## src/rtl/core/dcmav_ram.sv

```systemverilog
// Generic single-port-write, single-port-read RAM with a registered read.
// No dependencies.
`timescale 1ns / 1ps
`default_nettype none

module dcmav_ram #(
	parameter int unsigned WIDTH = 24,
	parameter int unsigned DEPTH = 30,
	parameter int unsigned ADDR_W = (DEPTH > 1) ? $clog2(DEPTH) : 1
) (
	input  wire logic              clk,
	input  wire logic              wr_en,
	input  wire logic [ADDR_W-1:0] wr_addr,
	input  wire logic [WIDTH-1:0]  wr_data,
	input  wire logic              rd_en,
	input  wire logic [ADDR_W-1:0] rd_addr,
	output logic      [WIDTH-1:0]  rd_data
);

	logic [WIDTH-1:0] mem_q [DEPTH];

	always_ff @(posedge clk) begin
		if (wr_en) begin
			mem_q[wr_addr] <= wr_data;
		end
		if (rd_en) begin
			rd_data <= mem_q[rd_addr];
		end
	end

endmodule

`default_nettype wire

```

## config.mk

```make
export PLATFORM = sky130hd
export DESIGN_NAME = dcmav_ram
export DESIGN_NICKNAME = d
export VERILOG_FILES = /design/src/rtl/core/dcmav_ram.sv
export SDC_FILE = /design/constraint.sdc
export NUM_CORES = 1
export LEC_CHECK = 0
export ABC_AREA = 1
export BUFFER_PORTS_ARGS = -buffer_cell sky130_fd_sc_hd__buf_2
export CORE_AREA = 2 2 228 230
export DETAILED_ROUTE_END_ITERATION = 6
export DIE_AREA = 0 0 230 232
export GPL_ROUTABILITY_DRIVEN = 0
export GPL_TIMING_DRIVEN = 0
export HOLD_SLACK_MARGIN = 0.03
export PLACE_DENSITY = 0.74
export SLEW_MARGIN = 20
export SYNTH_ARGS = -nofsm -noshare
export SYNTH_HDL_FRONTEND = slang
export SYNTH_SLANG_ARGS = --single-unit
```

## constraint.sdc

```tcl
create_clock -name clk -period 2.6 [get_ports clk]
set_input_delay 0.39 -clock clk [delete_from_list [all_inputs] [get_ports clk]]
set_output_delay 0.39 -clock clk [all_outputs]
set_load 0.03 [all_outputs]
```

==> results.md <==
* Number of buffers created by CTS at between 70 and 80
* RSZ-0062 raised after global routing: false
* Placed Area at ~32000 µm²
* Hpwl dp at 55300 µm
* DIE WIDTH at about 230 µm
* Detailed-route via count at 21000
* Seq/Total Area, Yosys at between 70 and 80%
* Yosys cell types at 15
* Core area at roughly 50000 µm²
* Worst skew pair latency at between 0.6 and 0.7 ns
* Worst vdd ir at approximately 0.63 mV
* Relative slew slack at 32.3%
* Top cell type's share of synthesized area at between 70% and 80%
* Comb pwr share at 7.2%
* Starting DRT DRC Count at 3361
* Hold Path Class: in -> reg
* GR Overflow Total at 0
* Synth warn at 0
* Post-synth EDFFs at 744
* Clk slew on worst S/H paths at about 0.06 ns
* Top area cells in the synthesized netlist: edfxtp_1 (74%), nand2_1 (12%), nand3_1 (9.0%), buf_2 (1.3%), buf_6 (0.90%)
* Vias in the first global route at 20300
* Place WS at roughly 0.0067 ns
* Clock group share of total power at 40.0%
* Max Cap Violations at 0
* Leakage at around 13 nW
* Cells after Synth at 2533
* Final Hold Vio Count at 0
* Final Setup Violations at 0
* Origin of the critical flop-to-flop path: mem_q[9][20]
* Sw Share at 23.3%
* Synth Flop Type: edfxtp_1
* CP max FO at 24
* Commonest cells post-synth: nand2_1 (1002), edfxtp_1 (744), nand3_1 (539)
* I/O pins at between 60 and 70
* Via/cell ratio at between 6 and 7
* Asr flop ratio synth at 0%
* CP Launch Type: input pin
* Net Switching at a little under 0.006 W
* Failing checks: DRC
* Max Clk Rate at a little under 500 MHz
* Fin crit share at between 70 and 80%
* First-pass DRT Iterations at 7
* Worst R2R End: rd_data[20]
* P&R area growth vs syn at 14.1%
* Pwr/cell area at 741 nW/µm²
* Critical Path RT at about 2.8 ns
* Status: finished, violations left
* H-tree levels at 3
* Post-Syn Area at between 30000 and 40000 µm²
* Pin count of the biggest net entering global routing at 31
* Port bufs at 56
* Antenna-violating nets left at 0
* Average cell area after synthesis at between 10 and 15 µm²
* Worst Hold Depth at 1
* Worst Hold End: mem_q[11][13]
* Starting Density at about three fifths
* Setup slack after layout at ~0.55 ns
* Synth area leader: edfxtp_1
* Final wirelength at around 84000 µm
* Skew final at between 0.02 and 0.03 ns
* Most numerous cell in the Yosys netlist: nand2_1
* Share of post-route cells with drive strength above 1 at between 10% and 20%
* Hold_buf cts at 0
* Seq cells post-synth at roughly 740
* Critical path type: in -> reg
* Clk root buf: clkbuf_16
* Max Root-Sink Buffers at 3
* Die Ht at roughly 230 µm
* Post-CTS Setup Bufs at 0
* DIE AREA at around 53000 µm²
* Max-slew violation count at 0
* Worst Max-Slew Pin Slew at approximately 1.0 ns
* Total GRT Usage at a little under a third
* Wire per inst at between 20 and 25 µm
* HP Start: wr_data[13]
* Sequential share of power at 52.7%
* Residual DRC at 6
* R2r worst-path depth at 8
* Cell Rows at between 80 and 90
* Diodes inserted at 0
* Clk sink count at around 740
* Crit end category: flop
* Initial antenna violation count at 3
* Clock period minus worst slack at about 2.1 ns
* Post-cts gate resize count at 0
* Syn nets at roughly 2600
* R2R Setup Slk at around 1.0 ns
* Internal at around 0.020 W
* First-pass GRT wire length at about 120000 µm
* Design Area, Final at 34400 µm²
* CTS tree: yes
* Final-stage net count at 2730
* Worst Path Arrival at 2.29 ns
## per-layer routing
metal | GRT usage (%) | up-vias | routed length, µm
met1 | 42.8 | 9959 | 30200
met3 | 7.40 | 284 | 11200
met2 | 49.4 | 1600 | 38100
met4 | 15.8 | 6 | 4320
li1 | - | 9135 | -
met5 | 0 | - | 24
## cells in the final DEF, fill, tap and decap left out, types with 16 or more instances in the layout
master,instances
clkbuf_1,34
edfxtp_1,744
clkbuf_16,76
nor2_1,16
inv_1,39
nand2_1,1002
buf_4,19
buf_6,24
nand3_1,539
nor2_4,30
clkinv_1,19
buf_2,135
## cell type report
class / count / area [µm²]
inverter: 42 / 165
fill: 3504 / 16500
buffer: 152 / 932
multi-input combinational: 1595 / 6900
clock buffer: 91 / 1960
tap: 680 / 851
clock inverter: 47 / 335
timing repair buffer: 83 / 888
sequential: 744 / 22300
## power groups by stage
stage          clock (W)  sequential [W]  combinational [W]
6_report          0.0102          0.0134            0.00184
2_1_floorplan          0          0.0137           0.000889
3_5_place_dp           0          0.0137            0.00177
3_3_place_gp           0          0.0137            0.00168
5_1_grt           0.0107          0.0134            0.00195
4_1_cts           0.0102          0.0134            0.00179
## worst max-delay path, stage by stage
cell and delay, ns:
buf_2 0.13, inv_1 0.07, nand3_1 0.68, nor2_4 0.98
## logic make-up after synthesis
group                  count (synthesis)  synth area share, %
AO/OA/AOI/OAI                          8                0.133
buffers and inverters                194                 3.64
flip-flops                           744                 74.2
AND/OR/NAND/NOR                     1587                 22.0
## state kept, by name, indices dropped and copies added, names as in the netlist
register and flops:
rd_data 24, mem_q 720
## metrics by stage
step / power, W / hold slack, ns / instances / util, % / TNS, ns
after global placement: 0.0154 / 0.732 / 3269 / 61.4 / -437.66
final: 0.0255 / 0.319 / 3434 / 67.5 / 0
after detailed placement: 0.0155 / 0.751 / 3296 / 63.0 / 0
after CTS: 0.0254 / 0.293 / 3434 / 67.5 / 0
after floorplan: 0.0146 / 0.489 / 2533 / - / 0
after global routing: 0.0261 / 0.332 / 3434 / 67.5 / 0
## how the worst max path moves through the flow
stage / slack [ns] / to / from / cells after the start
after CTS: 0.62 / mem_q[29][15] / wr_addr[1] / 4
after global placement: -0.81 / mem_q[8][3] / wr_addr[1] / 4
after detailed placement: 0.007 / mem_q[29][18] / wr_addr[1] / 4
after global routing: 0.55 / mem_q[29][15] / wr_addr[1] / 4
final: 0.55 / mem_q[29][15] / wr_addr[1] / 4
after floorplan: 0.48 / mem_q[0][0] / wr_addr[1] / 3
Power figures use the tool's default switching activity.
